[config.mk]
export PLATFORM = sky130hd
export DESIGN_NAME = dual_uart_timer_register_block
export DESIGN_NICKNAME = d
export VERILOG_FILES = /design/src/hdl/duart_pkg.sv /design/src/hdl/duart_regs.sv /design/src/hdl/dual_uart_timer_register_block.sv
export SDC_FILE = /design/constraint.sdc
export NUM_CORES = 1
export LEC_CHECK = 0
export BUFFER_PORTS_ARGS = -buffer_cell sky130_fd_sc_hd__buf_2
export CAP_MARGIN = 10
export CORE_MARGIN = 2
export CORE_UTILIZATION = 44
export CTS_CLUSTER_DIAMETER = 150
export DETAILED_ROUTE_END_ITERATION = 7
export GPL_ROUTABILITY_DRIVEN = 0
export MAX_ROUTING_LAYER = met4
export PLACE_DENSITY = 0.66
export SYNTH_ARGS = -nofsm -noshare
export SYNTH_HDL_FRONTEND = slang
export SYNTH_SLANG_ARGS = --single-unit
[constraint.sdc]
create_clock -name clk -period 3.85 [get_ports clk]
set_clock_uncertainty 0.1 [all_clocks]
set_input_delay 0.5775 -clock clk [delete_from_list [all_inputs] [get_ports clk]]
set_output_delay 0.5775 -clock clk [all_outputs]
set_load 0.005 [all_outputs]
[src/hdl/duart_pkg.sv]
`timescale 1ns / 1ps

package duart_pkg;

    // one input word: a bus access or a line event
    typedef struct packed {
        logic [2:0] action;
        logic [3:0] reg_addr;
        logic [7:0] write_data;
        logic       event_channel;
        logic [7:0] line_byte;
    } in_t;

    // one result word
    typedef struct packed {
        logic [7:0] read_data;
        logic       irq_modem_rx;
        logic       irq_modem_tx;
        logic       irq_diag_rx;
        logic       irq_diag_tx;
        logic       irq_timer;
        logic [7:0] out_port;
        logic       tx_start;
        logic       tx_channel;
        logic [8:0] tx_word;
        logic       rx_taken;
    } out_t;

    // action codes
    localparam logic [2:0] ACT_READ    = 3'd0;
    localparam logic [2:0] ACT_WRITE   = 3'd1;
    localparam logic [2:0] ACT_TICK    = 3'd2;
    localparam logic [2:0] ACT_ARRIVE  = 3'd3;
    localparam logic [2:0] ACT_DONE    = 3'd4;
    localparam logic [2:0] ACT_RELEASE = 3'd5;

    // register offsets
    localparam logic [3:0] ADR_MR_A  = 4'd0;
    localparam logic [3:0] ADR_SR_A  = 4'd1;
    localparam logic [3:0] ADR_CR_A  = 4'd2;
    localparam logic [3:0] ADR_HR_A  = 4'd3;
    localparam logic [3:0] ADR_ISR   = 4'd5;
    localparam logic [3:0] ADR_CTU   = 4'd6;
    localparam logic [3:0] ADR_CTL   = 4'd7;
    localparam logic [3:0] ADR_MR_B  = 4'd8;
    localparam logic [3:0] ADR_SR_B  = 4'd9;
    localparam logic [3:0] ADR_CR_B  = 4'd10;
    localparam logic [3:0] ADR_HR_B  = 4'd11;
    localparam logic [3:0] ADR_OPCR  = 4'd13;
    localparam logic [3:0] ADR_SETOP = 4'd14;
    localparam logic [3:0] ADR_CLROP = 4'd15;

    // command field values
    localparam logic [2:0] CMD_RST_MRA  = 3'd1;
    localparam logic [2:0] CMD_RST_TX   = 3'd3;
    localparam logic [2:0] CMD_RST_MRB  = 3'd4;

    // interrupt level positions
    localparam logic [2:0] IRQ_MRX = 3'd0;
    localparam logic [2:0] IRQ_MTX = 3'd1;
    localparam logic [2:0] IRQ_DRX = 3'd2;
    localparam logic [2:0] IRQ_DTX = 3'd3;
    localparam logic [2:0] IRQ_TMR = 3'd4;

    // output port bits with a special meaning
    localparam int unsigned OP_LOOP_B  = 2;
    localparam int unsigned OP_TIMER   = 3;
    localparam int unsigned OP_MRX     = 4;
    localparam int unsigned OP_DRX     = 5;
    localparam int unsigned OP_DTX     = 7;

endpackage

[src/hdl/duart_regs.sv]
`timescale 1ns / 1ps

module duart_regs (
    input  logic             clk,
    input  logic             rst_n,
    input  logic             step,
    input  duart_pkg::in_t   item,
    output duart_pkg::out_t  result
);

    typedef enum logic [1:0] {
        PH_STOP  = 2'd0,
        PH_ARMED = 2'd1,
        PH_COUNT = 2'd2
    } phase_t;

    logic [7:0]  mode_reg     [4];
    logic [7:0]  mode_next    [4];
    logic [1:0]  mptr_reg,     mptr_next;
    logic [1:0]  rx_rdy_reg,   rx_rdy_next;
    logic [1:0]  tx_rdy_reg,   tx_rdy_next;
    logic [1:0]  tx_emp_reg,   tx_emp_next;
    logic [7:0]  hold_reg     [2];
    logic [7:0]  hold_next    [2];
    logic [1:0]  hwait_reg,    hwait_next;
    logic [1:0]  rx_en_reg,    rx_en_next;
    logic [1:0]  tx_en_reg,    tx_en_next;
    logic [7:0]  port_reg,     port_next;
    logic [15:0] cnt_reg,      cnt_next;
    logic [15:0] pre_reg,      pre_next;
    phase_t      phase_reg,    phase_next;
    logic        tmode_reg,    tmode_next;
    logic        isr_reg,      isr_next;
    logic [4:0]  irq_reg,      irq_next;

    always_comb
    begin
        logic       bch;
        logic       ech;
        logic [7:0] d;
        logic [2:0] cmd;
        logic [2:0] rx_idx;
        logic [2:0] tx_idx;
        logic [2:0] erx_idx;
        logic [2:0] etx_idx;
        logic [15:0] dec;

        bch     = item.reg_addr[3];
        ech     = item.event_channel;
        d       = item.write_data;
        cmd     = d[6:4];
        rx_idx  = bch ? duart_pkg::IRQ_DRX : duart_pkg::IRQ_MRX;
        tx_idx  = bch ? duart_pkg::IRQ_DTX : duart_pkg::IRQ_MTX;
        erx_idx = ech ? duart_pkg::IRQ_DRX : duart_pkg::IRQ_MRX;
        etx_idx = ech ? duart_pkg::IRQ_DTX : duart_pkg::IRQ_MTX;
        dec     = cnt_reg - 16'd1;

        mode_next   = mode_reg;
        mptr_next   = mptr_reg;
        rx_rdy_next = rx_rdy_reg;
        tx_rdy_next = tx_rdy_reg;
        tx_emp_next = tx_emp_reg;
        hold_next   = hold_reg;
        hwait_next  = hwait_reg;
        rx_en_next  = rx_en_reg;
        tx_en_next  = tx_en_reg;
        port_next   = port_reg;
        cnt_next    = cnt_reg;
        pre_next    = pre_reg;
        phase_next  = phase_reg;
        tmode_next  = tmode_reg;
        isr_next    = isr_reg;
        irq_next    = irq_reg;

        result = '0;

        unique case (item.action)
            duart_pkg::ACT_READ:
            begin
                unique case (item.reg_addr)
                    duart_pkg::ADR_SR_A, duart_pkg::ADR_SR_B:
                    begin
                        result.read_data = {4'b0, tx_emp_reg[bch], tx_rdy_reg[bch],
                                            1'b0, rx_rdy_reg[bch]};
                    end
                    duart_pkg::ADR_HR_A, duart_pkg::ADR_HR_B:
                    begin
                        rx_rdy_next[bch]   = 1'b0;
                        irq_next[rx_idx]   = 1'b0;
                        result.read_data   = hold_reg[bch];
                    end
                    duart_pkg::ADR_ISR:
                    begin
                        result.read_data = {4'b0, isr_reg, 3'b0};
                    end
                    duart_pkg::ADR_CTU:
                    begin
                        result.read_data = cnt_reg[15:8];
                    end
                    duart_pkg::ADR_CTL:
                    begin
                        result.read_data = cnt_reg[7:0];
                    end
                    duart_pkg::ADR_SETOP:
                    begin
                        // start counter: load and arm
                        cnt_next   = pre_reg;
                        phase_next = PH_ARMED;
                    end
                    duart_pkg::ADR_CLROP:
                    begin
                        // stop counter and clear its interrupt
                        phase_next                    = PH_STOP;
                        isr_next                      = 1'b0;
                        irq_next[duart_pkg::IRQ_TMR]  = 1'b0;
                        if (tmode_reg)
                        begin
                            port_next[duart_pkg::OP_TIMER] = 1'b0;
                        end
                    end
                    default:
                    begin
                    end
                endcase
            end
            duart_pkg::ACT_WRITE:
            begin
                unique case (item.reg_addr)
                    duart_pkg::ADR_MR_A, duart_pkg::ADR_MR_B:
                    begin
                        mode_next[{bch, mptr_reg[bch]}] = d;
                        mptr_next[bch] = ~mptr_reg[bch];
                    end
                    duart_pkg::ADR_CR_A, duart_pkg::ADR_CR_B:
                    begin
                        if (cmd == duart_pkg::CMD_RST_MRA || cmd == duart_pkg::CMD_RST_MRB)
                        begin
                            mptr_next[bch] = 1'b0;
                        end
                        else if (cmd == duart_pkg::CMD_RST_TX)
                        begin
                            tx_en_next[bch]  = 1'b0;
                            tx_rdy_next[bch] = 1'b0;
                            irq_next[tx_idx] = 1'b0;
                        end
                        if (d[0])
                        begin
                            rx_en_next[bch] = 1'b1;
                        end
                        if (d[1])
                        begin
                            rx_en_next[bch] = 1'b0;
                        end
                        if (d[2] && !tx_en_next[bch])
                        begin
                            tx_en_next[bch]  = 1'b1;
                            tx_rdy_next[bch] = 1'b1;
                            tx_emp_next[bch] = 1'b1;
                            irq_next[tx_idx] = 1'b1;
                        end
                        if (d[3])
                        begin
                            tx_en_next[bch]  = 1'b0;
                            tx_rdy_next[bch] = 1'b0;
                            tx_emp_next[bch] = 1'b1;
                            irq_next[tx_idx] = 1'b0;
                        end
                    end
                    duart_pkg::ADR_HR_A, duart_pkg::ADR_HR_B:
                    begin
                        if ((bch && port_reg[duart_pkg::OP_LOOP_B]) ||
                            mode_reg[{bch, 1'b1}][7])
                        begin
                            // local loopback into the holding register
                            hold_next[bch]   = d;
                            rx_rdy_next[bch] = 1'b1;
                        end
                        else
                        begin
                            tx_rdy_next[bch]  = 1'b0;
                            tx_emp_next[bch]  = 1'b0;
                            irq_next[tx_idx]  = 1'b0;
                            result.tx_start   = 1'b1;
                            result.tx_channel = bch;
                            result.tx_word    = {bch & mode_reg[2][2], d};
                        end
                    end
                    duart_pkg::ADR_CTU:
                    begin
                        pre_next[15:8] = d;
                    end
                    duart_pkg::ADR_CTL:
                    begin
                        pre_next[7:0] = d;
                    end
                    duart_pkg::ADR_OPCR:
                    begin
                        tmode_next = (d[3:2] == 2'b01);
                    end
                    duart_pkg::ADR_SETOP:
                    begin
                        port_next = port_reg | d;
                        if (port_next[duart_pkg::OP_MRX])
                        begin
                            irq_next[duart_pkg::IRQ_MRX] = 1'b1;
                        end
                        if (port_next[duart_pkg::OP_DRX])
                        begin
                            irq_next[duart_pkg::IRQ_DRX] = 1'b1;
                        end
                        if (port_next[duart_pkg::OP_DTX])
                        begin
                            irq_next[duart_pkg::IRQ_DTX] = 1'b1;
                        end
                    end
                    duart_pkg::ADR_CLROP:
                    begin
                        port_next = port_reg & ~d;
                        if (!port_next[duart_pkg::OP_MRX])
                        begin
                            irq_next[duart_pkg::IRQ_MRX] = 1'b0;
                        end
                        if (!port_next[duart_pkg::OP_DRX])
                        begin
                            irq_next[duart_pkg::IRQ_DRX] = 1'b0;
                        end
                        if (!port_next[duart_pkg::OP_DTX])
                        begin
                            irq_next[duart_pkg::IRQ_DTX] = 1'b0;
                        end
                    end
                    default:
                    begin
                    end
                endcase
            end
            duart_pkg::ACT_TICK:
            begin
                unique case (phase_reg)
                    PH_ARMED:
                    begin
                        phase_next = PH_COUNT;
                    end
                    PH_COUNT:
                    begin
                        cnt_next = dec;
                        if (dec == 16'd0)
                        begin
                            isr_next = 1'b1;
                            if (tmode_reg)
                            begin
                                irq_next[duart_pkg::IRQ_TMR]   = 1'b1;
                                port_next[duart_pkg::OP_TIMER] = 1'b1;
                            end
                        end
                    end
                    default:
                    begin
                    end
                endcase
            end
            duart_pkg::ACT_ARRIVE:
            begin
                if (rx_en_reg[ech] && !rx_rdy_reg[ech] && !hwait_reg[ech])
                begin
                    hold_next[ech]    = item.line_byte;
                    rx_rdy_next[ech]  = 1'b1;
                    hwait_next[ech]   = 1'b1;
                    irq_next[erx_idx] = 1'b1;
                    result.rx_taken   = 1'b1;
                end
            end
            duart_pkg::ACT_DONE:
            begin
                tx_rdy_next[ech] = 1'b1;
                tx_emp_next[ech] = 1'b1;
                if (tx_en_reg[ech])
                begin
                    irq_next[etx_idx] = 1'b1;
                end
            end
            duart_pkg::ACT_RELEASE:
            begin
                hwait_next[ech] = 1'b0;
            end
            default:
            begin
            end
        endcase

        result.irq_modem_rx = irq_next[duart_pkg::IRQ_MRX];
        result.irq_modem_tx = irq_next[duart_pkg::IRQ_MTX];
        result.irq_diag_rx  = irq_next[duart_pkg::IRQ_DRX];
        result.irq_diag_tx  = irq_next[duart_pkg::IRQ_DTX];
        result.irq_timer    = irq_next[duart_pkg::IRQ_TMR];
        result.out_port     = port_next;
    end

    always_ff @(posedge clk or negedge rst_n)
    begin
        if (!rst_n)
        begin
            for (int i = 0; i < 4; i++)
            begin
                mode_reg[i] <= '0;
            end
            hold_reg[0] <= '0;
            hold_reg[1] <= '0;
            mptr_reg    <= '0;
            rx_rdy_reg  <= '0;
            tx_rdy_reg  <= '0;
            tx_emp_reg  <= '0;
            hwait_reg   <= '0;
            rx_en_reg   <= '0;
            tx_en_reg   <= '0;
            port_reg    <= '0;
            cnt_reg     <= '0;
            pre_reg     <= '0;
            phase_reg   <= PH_STOP;
            tmode_reg   <= 1'b0;
            isr_reg     <= 1'b0;
            irq_reg     <= '0;
        end
        else if (step)
        begin
            mode_reg    <= mode_next;
            hold_reg    <= hold_next;
            mptr_reg    <= mptr_next;
            rx_rdy_reg  <= rx_rdy_next;
            tx_rdy_reg  <= tx_rdy_next;
            tx_emp_reg  <= tx_emp_next;
            hwait_reg   <= hwait_next;
            rx_en_reg   <= rx_en_next;
            tx_en_reg   <= tx_en_next;
            port_reg    <= port_next;
            cnt_reg     <= cnt_next;
            pre_reg     <= pre_next;
            phase_reg   <= phase_next;
            tmode_reg   <= tmode_next;
            isr_reg     <= isr_next;
            irq_reg     <= irq_next;
        end
    end

endmodule

[src/hdl/dual_uart_timer_register_block.sv]
`timescale 1ns / 1ps

// two-channel uart register block with a 16-bit down-counting timer. each
// input word is one bus read, bus write or line event (timer tick, byte
// arrival, transmit done, receive-hold release) and yields exactly one result
// word carrying the read byte, all five interrupt levels, the output port,
// any transmit word started and whether an arriving byte was taken. the
// block takes one word per clock while the result side is not stalled: a
// word is captured in the input register, applied to the register file when
// it advances and lands in the result register. the input side keeps
// accepting while a result waits, and stalls only when the input register is
// full and the result register is held by out_ready low. channel 0 is the
// modem channel, channel 1 the diag channel; all register-file state clears
// on rst_n.

module dual_uart_timer_register_block (
    input  logic             clk,
    input  logic             rst_n,
    input  logic             in_valid,
    output logic             in_ready,
    input  duart_pkg::in_t   in_data,
    output logic             out_valid,
    input  logic             out_ready,
    output duart_pkg::out_t  out_data
);

    // input register
    logic            in_valid_reg;
    duart_pkg::in_t  in_data_reg;

    // result register
    logic            out_valid_reg;
    duart_pkg::out_t out_data_reg;

    duart_pkg::out_t result;
    logic            advance;

    // a word moves on when the result register is empty or being drained
    assign advance  = in_valid_reg && (!out_valid_reg || out_ready);
    assign in_ready = !in_valid_reg || advance;

    // register file and all per-word update logic
    duart_regs u_regs (
        .clk    (clk),
        .rst_n  (rst_n),
        .step   (advance),
        .item   (in_data_reg),
        .result (result)
    );

    always_ff @(posedge clk or negedge rst_n)
    begin
        if (!rst_n)
        begin
            in_valid_reg  <= 1'b0;
            out_valid_reg <= 1'b0;
        end
        else
        begin
            if (in_ready)
            begin
                in_valid_reg <= in_valid;
            end
            if (advance)
            begin
                out_valid_reg <= 1'b1;
            end
            else if (out_ready)
            begin
                out_valid_reg <= 1'b0;
            end
        end
    end

    // payload registers, no reset needed
    always_ff @(posedge clk)
    begin
        if (in_valid && in_ready)
        begin
            in_data_reg <= in_data;
        end
        if (advance)
        begin
            out_data_reg <= result;
        end
    end

    assign out_valid = out_valid_reg;
    assign out_data  = out_data_reg;

endmodule

# Word-level counts from Yosys, hierarchy flattened
# Index checks and enable logic that the tools add are counted.
[word_totals]
regBits = 170
inputBits = 28
output_inout_bits = 35
wordCells = 334
[classes]
add_sub_neg = 1
order_cmp = 19
eq_ne = 37
muxes = 145
bitwise_logic = 40
n_reduce_logical = 53
[ops]
columns = ["op", "count"]
rows = [
  ["2-to-1 mux 16 bit", 5],
  ["2-to-1 mux 2 bit", 37],
  ["2-to-1 mux 8 bit", 8],
  ["one-hot mux 16 bit (2 select lines)", 2],
  ["2-to-1 mux 5 bit", 11],
  ["2-to-1 mux 1 bit", 44],
  ["one-hot mux 8 bit (5 select lines)", 1],
  ["bitwise mux 16 bit", 2],
  ["bitwise mux 32 bit", 1],
  ["one-hot mux 2 bit (2 select lines)", 8],
  ["== test 4 bit (second input constant)", 7],
  ["bitwise OR 2 bit", 10],
  ["bitwise AND 2 bit", 9],
  ["AND reduction 3 bit", 6],
  ["binary-select mux 8 bit (select 2 bit)", 1],
  ["demux 8 bit (select 1 bit)", 2],
  ["demux 8 bit (select 2 bit)", 1],
  ["logical NOT 16 bit", 1],
  ["< comparator 3 x 4 -> 1 bit (second input constant)", 4],
  ["one-hot mux 4 bit (4 select lines)", 1],
  ["one-hot mux 8 bit (2 select lines)", 1],
  ["AND reduction 4 bit", 4],
  ["subtractor 16 x 1 -> 16 bit (second input constant)", 1],
  ["bitwise AND 5 bit", 3],
  ["other kinds (52)", 125],
]

# Depth between registers and ports, before layout
[logic_depth]
depth_word = 21
mapped_depth = 9
ltp_nobuf = 8

# Cells and area by module
# A second synthesis with hierarchy kept.
[unflattened]
hier_cells = 686
area_unflattened_um2 = 7262.0
[by_module_without_submodules]
columns = ["mod", "instances", "cells_per_inst", "area_each_um2", "seq_area_each_um2"]
rows = [
  ["duart_regs", 1, 621, 5446.5, 2052.0],
  ["dual_uart_timer_register_block", 1, 65, 1815.5, 1761.7],
]

# Least setup slack after synthesis
# OpenSTA, ideal clock, no wires.
[synth_path]
path_kind = "input to register"
from = "input out_ready"
to = "register u_regs.rx_rdy_reg[0]"
setup_time_ps = 124
arrival_time_ps = 2844
required_time_ps = 3626
path_slack_ps = 782
cell_stages = 8
path_buffers = 2
path_cell_list = "nand2b_1 > nand2_1 > clkbuf_1 > inv_1 > buf_1 > nand2_1 > o31ai_1 > nand2_1"
[synth_via]
elab_chain_cells = 3
[synth_lines]
columns = ["item", "line", "rtl"]
rows = [
  ["start, declared", "dual_uart_timer_register_block.sv:23", "input logic out_ready,"],
  ["logical OR 1 bit", "dual_uart_timer_register_block.sv:39", "assign advance = in_valid_reg && (!out_valid_reg || out_ready);"],
  ["logical AND 1 bit", "dual_uart_timer_register_block.sv:39", ""],
  ["named net advance", "dual_uart_timer_register_block.sv:36", "logic advance;"],
  ["AND reduction 6 bit (no source line)", "-", ""],
  ["end signal, assigned", "duart_regs.sv:329", "rx_rdy_reg <= rx_rdy_next;"],
  ["end, declared", "duart_regs.sv:20", "logic [1:0] rx_rdy_reg, rx_rdy_next;"],
]
# The timed path passes the listed nets, and every way through them passes these cells.
# A chain may end at the register's enable or synchronous reset.

==> results.ini <==
[synthesis]
syn_inst = 676
ys_top_cells_by_area = dfrtp_1 30%, edfxtp_1 24%, mux2_2 5.3%
netlist_area_mm2 = 0.00706
synth_top_area_share_pct = 29.8
syn-num-nets = 706
synthArstFlopShare_pct = 59.6
seq_area_frac_synth_pct = 54.0
ys_ff_latch = 141
synth-edff-count = 57
synth_top_cell_by_area = dfrtp_1
yosysWarnings = 0
syn_area_per_cell_um2 = 10.4
synth-main-ff-cell = dfrtp_1
synthDistinctLibCells = 66

[timing]
slew_violations = 0
fin_crit_sh_pct = 79.0
rsz0062_at_grt = false
max_freq_mhz = 329
setup_viol = 0
tightest_slew_ps = 1100
hold_violations = 0
period_needed_ps = 3040
setup_tns_ps = 0
max_slew_margin_pct = 26.9

[worst_setup_path]
r2r_start = u_regs.cnt_reg[0]
cp.required_ps = 4040
worstSetupPathType = reg2reg
cp-end-kind = flop
cp_max_fo = 14
rrSetupSlack_ps = 810
cp.arrival_ps = 3230
reg2reg_to = out_data[20]
rr_worst_depth = 7
start_kind = flop

[grt]
grt_pass1_wl_um = 29200
grt_pass1_vias = 5391
track_usage_pct = 23.5
grt_start_max_net_pins = 85
globalRoute.totalOverflow = 0
antenna_found_initial = 0

[drt]
vias = 5727
viasPerCell = 6.05
drc = 0
avgRoutedWirePerCell_um = 19.7
routed_wirelength_um = 18700
ant_nets = 0
first_pass_iters = 5
drt_iter0_markers = 662

[place]
dp_cells = 914
detailed_place_hpwl_um = 12600
io_buffers = 62

[clock_network]
clockRootBuffer = clkbuf_16
cts_tree = done
cts_setup_buffers = 0
clkLatencyLatePin_ps = 430
cts_num_sinks = 141
htree_levels = 4
clock_path_buffers = 2
cts_resized = 0
numCtsBuffers = 17
ctsHoldBuffers = 0
clk_pin_slew_ps = 60

[floorplan]
core_mm2 = 0.0158
start_util_pct = 44.8
dieArea_mm2 = 0.0171
rows = 46
ios = 63
fp.dieH_um = 131
die-width_um = 131

[layout]
layout.cells.non_filler = 946
diodes = 0
final_common_cell = dfrtp_1
mostFrequentLayoutCells = 84 x dfrtp_1, 71 x nand2_1, 61 x buf_2, 57 x edfxtp_1, 50 x a21oi_1
largest_register_ffs = 33
final_net_count = 747
layout-drive-gt1-share_pct = 19.5
syn2layout_area_growth_pct = 15.3

[outcome]
status = finished, final reports clean

[run]
maxCapViolations = 0

[worst_hold_path]
hold_depth = 1
hold_end = in_data_reg[19]
min_from = in_data[19]
hp-class = in2reg

[power_and_ir_drop]
ir_drop_v = 0.000331
leakage_nw = 3.31
finalPower_w = 0.00442
p_per_area_mw_per_mm2 = 543

-- report_power, final --
group / switching [W] / leakage [nW] / internal, W
Combinational: 0.000363 / 1.36 / 0.000279
Sequential: 0.000235 / 1.65 / 0.00178
Clock: 0.000666 / 0.303 / 0.00110
-- through the flow --
step / cell area (um2) / setup slack, ps / hold slack (ps) / util [%]
4_1_cts: 8140 / 850 / 208 / 51.6
2_1_floorplan: 7060 / 782 / 182 / -
3_3_place_gp: 7510 / 1010 / 362 / 47.6
5_1_grt: 8140 / 594 / 202 / 51.6
6_report: 8140 / 807 / 224 / 51.6
3_5_place_dp: 7510 / 884 / 378 / 47.6
-- metal layers --
layer,part of all wire (%),up-vias,GRT usage [%]
li1,-,2621,-
met1,44,2775,31.5
met2,46,287,34.4
met3,7.0,44,5.46
met4,3.0,0,10.3
met5,0,-,-
-- worst max-delay path: stages (launching register included) --
cell       delay, ps
dfrtp_1          460
inv_1            130
ha_1             460
nor4b_1          500
nand3_1          200
a2111oi_0        720
nand4_1          210
nand2_1          110
-- Yosys cell counts (7+ instances only) --
library cell	instances
and2_1	14
nor3_1	19
o21a_1	7
o22ai_1	9
dfrtp_1	84
nor2_1	43
nand3b_1	9
nand2b_1	7
o2bb2ai_1	10
o21ai_0	48
edfxtp_1	57
a22o_1	7
a22oi_1	26
a21oi_1	50
inv_1	13
nand3_1	14
nand4_1	14
clkbuf_1	38
nand2_1	71
mux2_2	33
mux2i_1	8
-- how the worst max path moves through the flow --
stage,start,to,slack [ps]
after floorplan,out_ready,u_regs.rx_rdy_reg[0],780
after global routing,u_regs.cnt_reg[0],out_data[15],590
after global placement,in_data_reg[8],u_regs.hold_reg[12],1010
after detailed placement,u_regs.cnt_reg[0],out_data[20],880
after CTS,u_regs.cnt_reg[0],out_data[20],850
final,u_regs.cnt_reg[0],out_data[20],810
-- cell type report --
cell class / count / area (um2)
fill: 1409 / 7630
timing repair buffer: 67 / 350
sequential: 141 / 3810
multi-input combinational: 477 / 3030
clock buffer: 17 / 425
inverter: 13 / 48.8
clock inverter: 15 / 208
tap: 216 / 270
-- logic make-up (layout without fill, tap and decap cells) --
family	count (synthesis)	count (layout)	synth area share [%]
compound gates	205	205	19.1
xor+xnor	2	2	0.248
fa+ha+maj	4	4	0.638
buf+inv	58	112	3.19
flops	141	141	54.0
mux	42	42	6.72
simple gates	224	224	16.0
Power figures use the tool's default switching activity.
